### src/design/hkde_pkg.sv
// ----------------------------------------------------------------------------
// hkde_pkg: shared types and constants
// Payload structs, command/status bundles and envelope constants for the
// haptic kick and decay envelope.
// ----------------------------------------------------------------------------
package hkde_pkg;

  localparam int DUTY_WIDTH = 10;
  localparam logic [DUTY_WIDTH-1:0] DUTY_MAX = '1;

  localparam int MODE_W     = 2;
  localparam int TIME_W     = 32;
  localparam int LEVEL_W    = 11;
  localparam int LEN_W      = 16;
  localparam int KICK_LEN_W = 8;
  localparam int KICK_LVL_W = 10;
  localparam int CFG_IDX_W  = 2;
  localparam int CFG_DATA_W = 10;

  // weighted sum 35*span+65*left, at most 100*(2^32-1)
  localparam int SUM_W  = 39;
  localparam int PROD_W = DUTY_WIDTH + SUM_W;
  localparam int QCNT_W = $clog2(DUTY_WIDTH);

  localparam logic [MODE_W-1:0] MODE_TICK  = 2'd0;
  localparam logic [MODE_W-1:0] MODE_PULSE = 2'd1;
  localparam logic [MODE_W-1:0] MODE_STOP  = 2'd2;

  localparam logic [CFG_IDX_W-1:0] CFG_PULSE_ENABLE = 2'd0;
  localparam logic [CFG_IDX_W-1:0] CFG_KICK_LENGTH  = 2'd1;
  localparam logic [CFG_IDX_W-1:0] CFG_KICK_LEVEL   = 2'd2;

  localparam logic [LEVEL_W-1:0]    LEVEL_FULL     = 11'd1024;
  localparam logic [SUM_W-1:0]      HOLD_BASE      = SUM_W'(18432);
  localparam logic [SUM_W-1:0]      HOLD_SLOPE     = SUM_W'(37);
  localparam logic [SUM_W-1:0]      HOLD_DIVISOR   = SUM_W'(102400);
  localparam logic [SUM_W-1:0]      DECAY_FLOOR    = SUM_W'(35);
  localparam logic [SUM_W-1:0]      DECAY_RISE     = SUM_W'(65);
  localparam logic [SUM_W-1:0]      PERCENT        = SUM_W'(100);
  localparam logic [LEN_W:0]        KICK_TAIL_MS   = 17'd10;
  localparam logic                  PULSE_EN_RST   = 1'b1;
  localparam logic [KICK_LEN_W-1:0] KICK_LEN_RST   = 8'd18;
  localparam logic [KICK_LVL_W-1:0] KICK_LVL_RST   = 10'd1000;

  typedef struct packed {
    logic [MODE_W-1:0]  mode;
    logic [TIME_W-1:0]  now_ms;
    logic [LEVEL_W-1:0] level;
    logic [LEN_W-1:0]   length_ms;
  } in_item_t;

  typedef struct packed {
    logic [DUTY_WIDTH-1:0] drive_duty;
    logic                  active;
  } out_item_t;

  typedef struct packed {
    logic load_in;
    logic decode;
    logic mul;
    logic div_start;
    logic commit;
    logic out_load;
  } cmd_t;

  typedef struct packed {
    logic need_calc;
    logic div_busy;
    logic div_done;
  } status_t;

endpackage

### src/design/haptic_kick_decay_envelope.sv
// ----------------------------------------------------------------------------
// haptic_kick_decay_envelope: vibration motor PWM envelope
// Kick drive at pulse start, then a linear decay toward 35% of a hold level.
//
//   channel | ports                                   | moves
//   --------+-----------------------------------------+------------------------
//   in      | in_valid, in_stall, in_data             | one request per item
//   out     | out_valid, out_stall, out_data          | one result per request
//   cfg     | cfg_valid, cfg_ready, cfg_index/_data   | one register write
//
// A request that needs no arithmetic goes from decode straight to the finish step;
// a pulse start or decay tick also passes the multiply, divider start and divider
// wait steps, held by the bit-per-cycle divider shared by hold and decay math.
// Reset is synchronous on rst_n low; all envelope state reads zero after it.
// A finished result waits in the output register under out_stall while the
// next request is accepted; cfg_ready is always high.
// ----------------------------------------------------------------------------
module haptic_kick_decay_envelope (
  input  logic                             clk,
  input  logic                             rst_n,
  input  logic                             in_valid,
  output logic                             in_stall,
  input  hkde_pkg::in_item_t               in_data,
  output logic                             out_valid,
  input  logic                             out_stall,
  output hkde_pkg::out_item_t              out_data,
  input  logic                             cfg_valid,
  output logic                             cfg_ready,
  input  logic [hkde_pkg::CFG_IDX_W-1:0]   cfg_index,
  input  logic [hkde_pkg::CFG_DATA_W-1:0]  cfg_data
);

  hkde_pkg::cmd_t    cmd;
  hkde_pkg::status_t st;

  assign cfg_ready = 1'b1;

  hkde_ctrl u_ctrl (
    .clk       (clk),
    .rst_n     (rst_n),
    .in_valid  (in_valid),
    .in_stall  (in_stall),
    .out_valid (out_valid),
    .out_stall (out_stall),
    .st        (st),
    .cmd       (cmd)
  );

  hkde_dp u_dp (
    .clk       (clk),
    .rst_n     (rst_n),
    .in_data   (in_data),
    .cfg_we    (cfg_valid && cfg_ready),
    .cfg_index (cfg_index),
    .cfg_data  (cfg_data),
    .cmd       (cmd),
    .st        (st),
    .out_data  (out_data)
  );

endmodule

### src/design/hkde_div.sv
// ----------------------------------------------------------------------------
// hkde_div: restoring divider
// One quotient bit per cycle; the quotient is known to fit DUTY_WIDTH bits.
// ----------------------------------------------------------------------------
module hkde_div (
  input  logic                             clk,
  input  logic                             rst_n,
  input  logic                             start,
  input  logic [hkde_pkg::PROD_W-1:0]      num,
  input  logic [hkde_pkg::SUM_W-1:0]       den,
  output logic                             busy,
  output logic                             done,
  output logic [hkde_pkg::DUTY_WIDTH-1:0]  quot
);

  logic                            busy_r;
  logic                            done_r;
  logic [hkde_pkg::PROD_W-1:0]     rem_r;
  logic [hkde_pkg::PROD_W-1:0]     dsh_r;
  logic [hkde_pkg::DUTY_WIDTH-1:0] q_r;
  logic [hkde_pkg::QCNT_W-1:0]     cnt_r;
  logic                            ge;

  assign ge = (rem_r >= dsh_r);

  always_ff @(posedge clk) begin
    if (!rst_n) begin
      busy_r <= 1'b0;
      done_r <= 1'b0;
    end else begin
      done_r <= 1'b0;
      if (start) begin
        busy_r <= 1'b1;
      end else if (busy_r && (cnt_r == '0)) begin
        busy_r <= 1'b0;
        done_r <= 1'b1;
      end
    end
  end

  always_ff @(posedge clk) begin
    if (start) begin
      rem_r <= num;
      dsh_r <= hkde_pkg::PROD_W'(den) << (hkde_pkg::DUTY_WIDTH - 1);
      cnt_r <= hkde_pkg::QCNT_W'(hkde_pkg::DUTY_WIDTH - 1);
      q_r   <= '0;
    end else if (busy_r) begin
      if (ge) begin
        rem_r <= rem_r - dsh_r;
      end
      dsh_r <= dsh_r >> 1;
      cnt_r <= cnt_r - 1'b1;
      q_r   <= {q_r[hkde_pkg::DUTY_WIDTH-2:0], ge};
    end
  end

  assign busy = busy_r;
  assign done = done_r;
  assign quot = q_r;

endmodule

### src/design/hkde_dp.sv
// ----------------------------------------------------------------------------
// hkde_dp: envelope datapath
// Config registers, pulse timing state, hold/duty registers, shared
// multiplier stage, divider and result register.
// ----------------------------------------------------------------------------
module hkde_dp (
  input  logic                              clk,
  input  logic                              rst_n,
  input  hkde_pkg::in_item_t                in_data,
  input  logic                              cfg_we,
  input  logic [hkde_pkg::CFG_IDX_W-1:0]    cfg_index,
  input  logic [hkde_pkg::CFG_DATA_W-1:0]   cfg_data,
  input  hkde_pkg::cmd_t                    cmd,
  output hkde_pkg::status_t                 st,
  output hkde_pkg::out_item_t               out_data
);

  localparam int LENX_W = hkde_pkg::LEN_W + 1;

  logic                                pulse_en_r;
  logic [hkde_pkg::KICK_LEN_W-1:0]     kick_len_r;
  logic [hkde_pkg::KICK_LVL_W-1:0]     kick_lvl_r;
  logic [hkde_pkg::TIME_W-1:0]         end_r;
  logic [hkde_pkg::TIME_W-1:0]         kick_end_r;
  logic [hkde_pkg::DUTY_WIDTH-1:0]     hold_r;
  logic [hkde_pkg::DUTY_WIDTH-1:0]     duty_r;
  hkde_pkg::in_item_t                  item_r;
  logic                                to_hold_r;
  logic [hkde_pkg::DUTY_WIDTH-1:0]     mul_a_r;
  logic [hkde_pkg::SUM_W-1:0]          mul_b_r;
  logic [hkde_pkg::SUM_W-1:0]          den_r;
  logic [hkde_pkg::PROD_W-1:0]         prod_r;
  hkde_pkg::out_item_t                 out_r;

  logic                                do_start;
  logic                                do_clear;
  logic                                do_decay;
  logic                                cfg_stop;
  logic [hkde_pkg::LEVEL_W-1:0]        lvl_clamp;
  logic [hkde_pkg::SUM_W-1:0]          hold_arg;
  logic [LENX_W-1:0]                   min_len;
  logic [LENX_W-1:0]                   pulse_len;
  logic [hkde_pkg::TIME_W-1:0]         end_nxt;
  logic [hkde_pkg::TIME_W-1:0]         kick_end_nxt;
  logic [hkde_pkg::TIME_W-1:0]         left;
  logic [hkde_pkg::TIME_W-1:0]         span;
  logic [hkde_pkg::SUM_W-1:0]          decay_arg;
  logic [hkde_pkg::SUM_W-1:0]          decay_den;
  logic                                div_busy;
  logic                                div_done;
  logic [hkde_pkg::DUTY_WIDTH-1:0]     div_q;

  always_comb begin
    do_start = 1'b0;
    do_clear = 1'b0;
    do_decay = 1'b0;
    case (item_r.mode)
      hkde_pkg::MODE_PULSE: do_start = pulse_en_r && (item_r.level != '0);
      hkde_pkg::MODE_STOP:  do_clear = 1'b1;
      hkde_pkg::MODE_TICK: begin
        if (end_r != '0) begin
          if (item_r.now_ms >= end_r) begin
            do_clear = 1'b1;
          end else if (item_r.now_ms >= kick_end_r) begin
            do_decay = 1'b1;
          end
        end
      end
      default: ;
    endcase
  end

  assign lvl_clamp = (item_r.level > hkde_pkg::LEVEL_FULL) ? hkde_pkg::LEVEL_FULL
                                                           : item_r.level;
  assign hold_arg  = hkde_pkg::HOLD_BASE
                   + hkde_pkg::HOLD_SLOPE * hkde_pkg::SUM_W'(lvl_clamp);

  assign min_len      = LENX_W'(kick_len_r) + hkde_pkg::KICK_TAIL_MS;
  assign pulse_len    = (LENX_W'(item_r.length_ms) < min_len) ? min_len
                                                              : LENX_W'(item_r.length_ms);
  assign end_nxt      = item_r.now_ms + hkde_pkg::TIME_W'(pulse_len);
  assign kick_end_nxt = item_r.now_ms + hkde_pkg::TIME_W'(kick_len_r);

  assign left = end_r - item_r.now_ms;
  assign span = end_r - kick_end_r;

  assign decay_arg = (span == '0) ? hkde_pkg::DECAY_FLOOR
                   : hkde_pkg::DECAY_FLOOR * hkde_pkg::SUM_W'(span)
                   + hkde_pkg::DECAY_RISE  * hkde_pkg::SUM_W'(left);
  assign decay_den = (span == '0) ? hkde_pkg::PERCENT
                   : hkde_pkg::PERCENT * hkde_pkg::SUM_W'(span);

  assign cfg_stop = cfg_we && (cfg_index == hkde_pkg::CFG_PULSE_ENABLE) && !cfg_data[0];

  // config registers
  always_ff @(posedge clk) begin
    if (!rst_n) begin
      pulse_en_r <= hkde_pkg::PULSE_EN_RST;
      kick_len_r <= hkde_pkg::KICK_LEN_RST;
      kick_lvl_r <= hkde_pkg::KICK_LVL_RST;
    end else if (cfg_we) begin
      case (cfg_index)
        hkde_pkg::CFG_PULSE_ENABLE: pulse_en_r <= cfg_data[0];
        hkde_pkg::CFG_KICK_LENGTH:  kick_len_r <= cfg_data[hkde_pkg::KICK_LEN_W-1:0];
        hkde_pkg::CFG_KICK_LEVEL:   kick_lvl_r <= cfg_data[hkde_pkg::KICK_LVL_W-1:0];
        default: ;
      endcase
    end
  end

  // envelope state
  always_ff @(posedge clk) begin
    if (!rst_n) begin
      end_r      <= '0;
      kick_end_r <= '0;
      hold_r     <= '0;
      duty_r     <= '0;
    end else if (cfg_stop || (cmd.decode && do_clear)) begin
      end_r      <= '0;
      kick_end_r <= '0;
      hold_r     <= '0;
      duty_r     <= '0;
    end else if (cmd.decode && do_start) begin
      end_r      <= end_nxt;
      kick_end_r <= kick_end_nxt;
      duty_r     <= hkde_pkg::DUTY_WIDTH'(kick_lvl_r);
    end else if (cmd.commit) begin
      if (to_hold_r) begin
        hold_r <= div_q;
      end else begin
        duty_r <= div_q;
      end
    end
  end

  // operands and result payload
  always_ff @(posedge clk) begin
    if (cmd.load_in) begin
      item_r <= in_data;
    end
    if (cmd.decode) begin
      to_hold_r <= do_start;
      if (do_start) begin
        mul_a_r <= hkde_pkg::DUTY_MAX;
        mul_b_r <= hold_arg;
        den_r   <= hkde_pkg::HOLD_DIVISOR;
      end else begin
        mul_a_r <= hold_r;
        mul_b_r <= decay_arg;
        den_r   <= decay_den;
      end
    end
    if (cmd.mul) begin
      prod_r <= hkde_pkg::PROD_W'(mul_a_r) * hkde_pkg::PROD_W'(mul_b_r);
    end
    if (cmd.out_load) begin
      out_r.drive_duty <= duty_r;
      out_r.active     <= (end_r != '0);
    end
  end

  hkde_div u_div (
    .clk   (clk),
    .rst_n (rst_n),
    .start (cmd.div_start),
    .num   (prod_r),
    .den   (den_r),
    .busy  (div_busy),
    .done  (div_done),
    .quot  (div_q)
  );

  assign st.need_calc = do_start || do_decay;
  assign st.div_busy  = div_busy;
  assign st.div_done  = div_done;
  assign out_data     = out_r;

endmodule

### src/design/hkde_ctrl.sv
// ----------------------------------------------------------------------------
// hkde_ctrl: envelope controller
// Sequences accept, decode, multiply and divide steps and owns the
// request handshakes on both channels.
// ----------------------------------------------------------------------------
module hkde_ctrl (
  input  logic               clk,
  input  logic               rst_n,
  input  logic               in_valid,
  output logic               in_stall,
  output logic               out_valid,
  input  logic               out_stall,
  input  hkde_pkg::status_t  st,
  output hkde_pkg::cmd_t     cmd
);

  typedef enum logic [5:0] {
    ST_IDLE   = 6'b000001,
    ST_DECODE = 6'b000010,
    ST_MUL    = 6'b000100,
    ST_DIVS   = 6'b001000,
    ST_DIVW   = 6'b010000,
    ST_FINISH = 6'b100000
  } state_t;

  state_t state_r;
  state_t state_nxt;
  logic   out_valid_r;
  logic   out_valid_nxt;

  always_comb begin
    state_nxt = state_r;
    cmd       = '0;
    case (state_r)
      ST_IDLE: begin
        if (in_valid) begin
          cmd.load_in = 1'b1;
          state_nxt   = ST_DECODE;
        end
      end
      ST_DECODE: begin
        cmd.decode = 1'b1;
        state_nxt  = st.need_calc ? ST_MUL : ST_FINISH;
      end
      ST_MUL: begin
        cmd.mul   = 1'b1;
        state_nxt = ST_DIVS;
      end
      ST_DIVS: begin
        cmd.div_start = 1'b1;
        state_nxt     = ST_DIVW;
      end
      ST_DIVW: begin
        if (st.div_done) begin
          cmd.commit = 1'b1;
          state_nxt  = ST_FINISH;
        end
      end
      ST_FINISH: begin
        if (!out_valid_r || !out_stall) begin
          cmd.out_load = 1'b1;
          state_nxt    = ST_IDLE;
        end
      end
      default: state_nxt = ST_IDLE;
    endcase
  end

  always_comb begin
    out_valid_nxt = out_valid_r && out_stall;
    if (cmd.out_load) begin
      out_valid_nxt = 1'b1;
    end
  end

  always_ff @(posedge clk) begin
    if (!rst_n) begin
      state_r     <= ST_IDLE;
      out_valid_r <= 1'b0;
    end else begin
      state_r     <= state_nxt;
      out_valid_r <= out_valid_nxt;
    end
  end

  assign in_stall  = (state_r != ST_IDLE);
  assign out_valid = out_valid_r;

  a_accept_decodes: assert property (@(posedge clk) disable iff (!rst_n)
    in_valid && !in_stall |=> state_r == ST_DECODE)
    else $error("accepted request not decoded");

  a_result_after_finish: assert property (@(posedge clk) disable iff (!rst_n)
    $rose(out_valid_r) |-> $past(state_r) == ST_FINISH)
    else $error("result raised outside finish step");

  a_div_launch: assert property (@(posedge clk) disable iff (!rst_n)
    state_r == ST_DIVS |=> st.div_busy)
    else $error("divider did not start");

  a_div_done_waiting: assert property (@(posedge clk) disable iff (!rst_n)
    st.div_done |-> state_r == ST_DIVW)
    else $error("divider finished while not awaited");

endmodule

### config.mk
export PLATFORM = sky130hd
export DESIGN_NAME = haptic_kick_decay_envelope
export DESIGN_NICKNAME = d
export VERILOG_FILES = /design/src/design/hkde_pkg.sv /design/src/design/haptic_kick_decay_envelope.sv /design/src/design/hkde_div.sv /design/src/design/hkde_dp.sv /design/src/design/hkde_ctrl.sv
export SDC_FILE = /design/constraint.sdc
export NUM_CORES = 2
export LEC_CHECK = 0
export BUFFER_PORTS_ARGS = -buffer_cell sky130_fd_sc_hd__buf_2
export CAP_MARGIN = 20
export CORE_ASPECT_RATIO = 0.7
export CORE_UTILIZATION = 66
export CTS_CLUSTER_SIZE = 25
export DETAILED_ROUTE_END_ITERATION = 7
export HOLD_SLACK_MARGIN = 0.1
export PLACE_DENSITY_LB_ADDON = 0.2
export SETUP_SLACK_MARGIN = 0.02
export SKIP_CTS_REPAIR_TIMING = 1
export SLEW_MARGIN = 10
export SYNTH_ARGS = -nofsm -noshare
export SYNTH_HDL_FRONTEND = slang
export SYNTH_SLANG_ARGS = --single-unit
### constraint.sdc
create_clock -name clk -period 9.38 [get_ports clk]
set_input_delay 1.876 -clock clk [delete_from_list [all_inputs] [get_ports clk]]
set_output_delay 1.876 -clock clk [all_outputs]
set_load 0.005 [all_outputs]
==> qor.csv <==
stage,metric,value,unit
detailed_routing,DRC violations left,0,
setup_path,FF-to-FF End,u_dp.mul_b_r[38],
setup_path,CP max stage cell,nor4b_1,
global_routing,vias in the first global route,33990,
timing,Final min period,8.784,ns
setup_path,Reg2Reg Setup Slack,0.60,ns
floorplan,Initial Util,0.6694,
setup_path,worst reg2reg path depth,30,
setup_path,Worst path most repeated cell,ha_1,
synth,#FFs+latches synth,431,
setup_path,max incr delay on CP,0.84,ns
cts,Num CTS Buffers,41,
detailed_routing,Vias per Instance,5.938,
finish,cell area after layout,0.04837,mm²
detailed_routing,drt total wl,108.1,mm
detailed_routing,via count,34910,
synth,yosys warns,0,
detailed_routing,drt first pass iters,8,
timing,final setup vio count,0,
setup_path,CP Max Fanout,6,
place,port bufs,90,
timing,Tcrit/Tclk final,0.9365,
global_routing,initial antenna violation count,1,
place,Placement Cell Area,0.04691,mm²
place,dpl ws,1.075,ns
timing,setup_tns,0,ns
place,Detailed Place HPWL,85.95,mm
floorplan,Die ar.,0.07041,mm²
timing,"Hold Violations, Final",0,
setup_path,critical path type,flip-flop to flip-flop,
global_routing,GRT overflow,0,
cts,CTS tree,yes,
global_routing,first-pass GRT wire length,177.2,mm
finish,layout cell share with drive strength beyond 1,0.04903,
place,routability cong.,0.9919,
floorplan,Die Y,222.3,µm
synth,Yosys cell types,83,
outcome,status,completed,
synth,Mapped Area,0.04576,mm²
cts,clock latency on the worst-skew pair,0.58,ns
finish,Final nets,5997,
timing,final worst setup slack,0.5956,ns
timing,max frequency,0.1138,GHz
floorplan,num ports,92,
synth,Post-synth EDFFs,296,
timing,Fin Hold WS,0.4310,ns
timing,worst rel slew slack,0.3044,
cts,Max Buffers Root-to-Sink,3,
cts,clock slew at reported path FFs,0.07,ns
hold_path,Hold Crit Start,u_dp.duty_r[3],
hold_path,hold path depth,0,
detailed_routing,Post-DRT Antenna Nets,0,
setup_path,Setup crit end kind,flip-flop,
floorplan,# rows,80,
detailed_routing,Starting DRT DRC Count,3281,
detailed_routing,drt wl/cell,18.38,µm
synth,asr flop ratio synth,0,
finish,"commonest non-fill, non-tap cells in the layout","743 x inv_1, 553 x ha_1, 496 x nand2_1, 420 x fa_1, 305 x nor2_1",
finish,Area growth syn-to-layout,5.684,%
setup_path,nature of the critical path startpoint,flip-flop,
finish,"commonest non-fill, non-tap cell in the layout",inv_1,
synth,top_reg_cell synth,edfxtp_1,
setup_path,"Req. time, crit path",9.69,ns
timing,slew of the pin with the lowest slew margin,1.039,ns
timing,unrepaired setup endpoints after global routing,false,
synth,Synth Area per Inst,9.227,µm²
cts,clock sink total,431,
synth,gate count of the mapped netlist,4960,
synth,sequential-to-total area share from yosys stat,0.2533,
timing,Worst Skew,0.02208,ns
hold_path,Worst Hold Class,flip-flop to flip-flop,
floorplan,Core ar.,0.06837,mm²
setup_path,r2r startpoint,u_dp.item_r[28],
setup_path,CP arrival,9.09,ns
timing,max-slew violation count,0,
hold_path,hold path endpoint,u_dp.out_data[4],
cts,Root Driver,clkbuf_16,
global_routing,Tot GR Track Use,0.3131,
floorplan,Chip Width,316.7,µm
global_routing,largest net degree at the start of global routing,93,
flow_run,maxcap violations,0,
finish,diode count,0,
cts,H-tree depth,2,
-- worst max-delay path by stage --
stage                          from          endpoint  slack, ns  cells after the start
detailed placement  u_dp.item_r[28]  u_dp.mul_b_r[36]       1.07                     30
global placement    u_dp.item_r[28]  u_dp.mul_b_r[36]       1.16                     30
CTS                 u_dp.item_r[28]  u_dp.mul_b_r[36]       1.06                     30
floorplan           u_dp.item_r[28]  u_dp.mul_b_r[37]       2.34                     29
finish              u_dp.item_r[28]  u_dp.mul_b_r[38]       0.60                     30
global route        u_dp.item_r[28]  u_dp.mul_b_r[35]       0.41                     30
-- registers in the layout (all words and copies together), names as in the netlist, 4 cells and up --
| signal | cells |
|---|---|
| u_ctrl.state_r | 6 |
| u_dp.den_r | 37 |
| u_dp.duty_r | 10 |
| u_dp.end_r | 32 |
| u_dp.hold_r | 10 |
| u_dp.item_r | 61 |
| u_dp.kick_end_r | 32 |
| u_dp.kick_len_r | 8 |
| u_dp.kick_lvl_r | 10 |
| u_dp.mul_a_r | 10 |
| u_dp.mul_b_r | 39 |
| u_dp.out_data | 11 |
| u_dp.prod_r | 49 |
| u_dp.u_div.cnt_r | 4 |
| u_dp.u_div.dsh_r | 48 |
| u_dp.u_div.quot | 10 |
| u_dp.u_div.rem_r | 49 |
-- cell usage after synthesis (95+ instances only) --
library cell,n,area share
a21o_1,126,0.021
xor2_1,95,0.018
clkbuf_1,167,0.014
dfxtp_1,135,0.059
nor2_1,306,0.025
and2_1,193,0.026
ha_1,553,0.15
a21oi_1,290,0.032
xnor2_1,166,0.032
inv_1,744,0.061
o21ai_0,158,0.017
fa_1,420,0.18
nand2_1,496,0.041
edfxtp_1,296,0.19
-- worst max-delay path, delay by kind of cell, from the launching register on --
family	cells	cell delay [ns]
AND/OR/NAND/NOR	8	2.01
XOR/XNOR	1	0.27
flip-flops	1	0.52
AO/OA/AOI/OAI	10	2.74
adder cells (fa/ha/maj)	7	2.64
buffers and inverters	4	0.34
-- cells by family (layout without fill, tap and decap cells) --
logic type	count (synthesis)	count (layout)	synth area share
XOR/XNOR	263	263	0.05066
other	1	2	0.00008194
flip-flops	431	431	0.2533
AO/OA/AOI/OAI	917	917	0.1285
AND/OR/NAND/NOR	1396	1396	0.1451
multiplexers	47	47	0.01042
buffers and inverters	932	948	0.07710
adder cells (fa/ha/maj)	973	973	0.3349
-- final cells by class --
type,instances,area [µm²]
clock inverters,20,181.4
well taps,902,1129
clock buffers,54,1200
inverters,749,2811
fillers,5232,20000
repair buffers,125,745.7
multi-input cells,3598,30710
flip-flops and latches,431,11590
-- per-layer routing --
metal	track usage	vias up	routed length [µm]
met2	0.4668	1272	46560
met1	0.4729	16900	50260
met4	0.05986	0	1819
li1	-	16610	-
met3	0.06282	133	9442
met5	0	-	0
-- stage by stage --
| stage | std cells | util |
|---|---|---|
| after floorplan | 4961 | - |
| after global placement | 5800 | 0.6862 |
| after detailed placement | 5800 | 0.6862 |
| after CTS | 5874 | 0.7064 |
| after global routing | 5879 | 0.7074 |
| final | 5879 | 0.7074 |
Power is left out: the tool's default activity adds up to more than one toggle a clock period on the data nets, which glitch-free logic cannot reach.
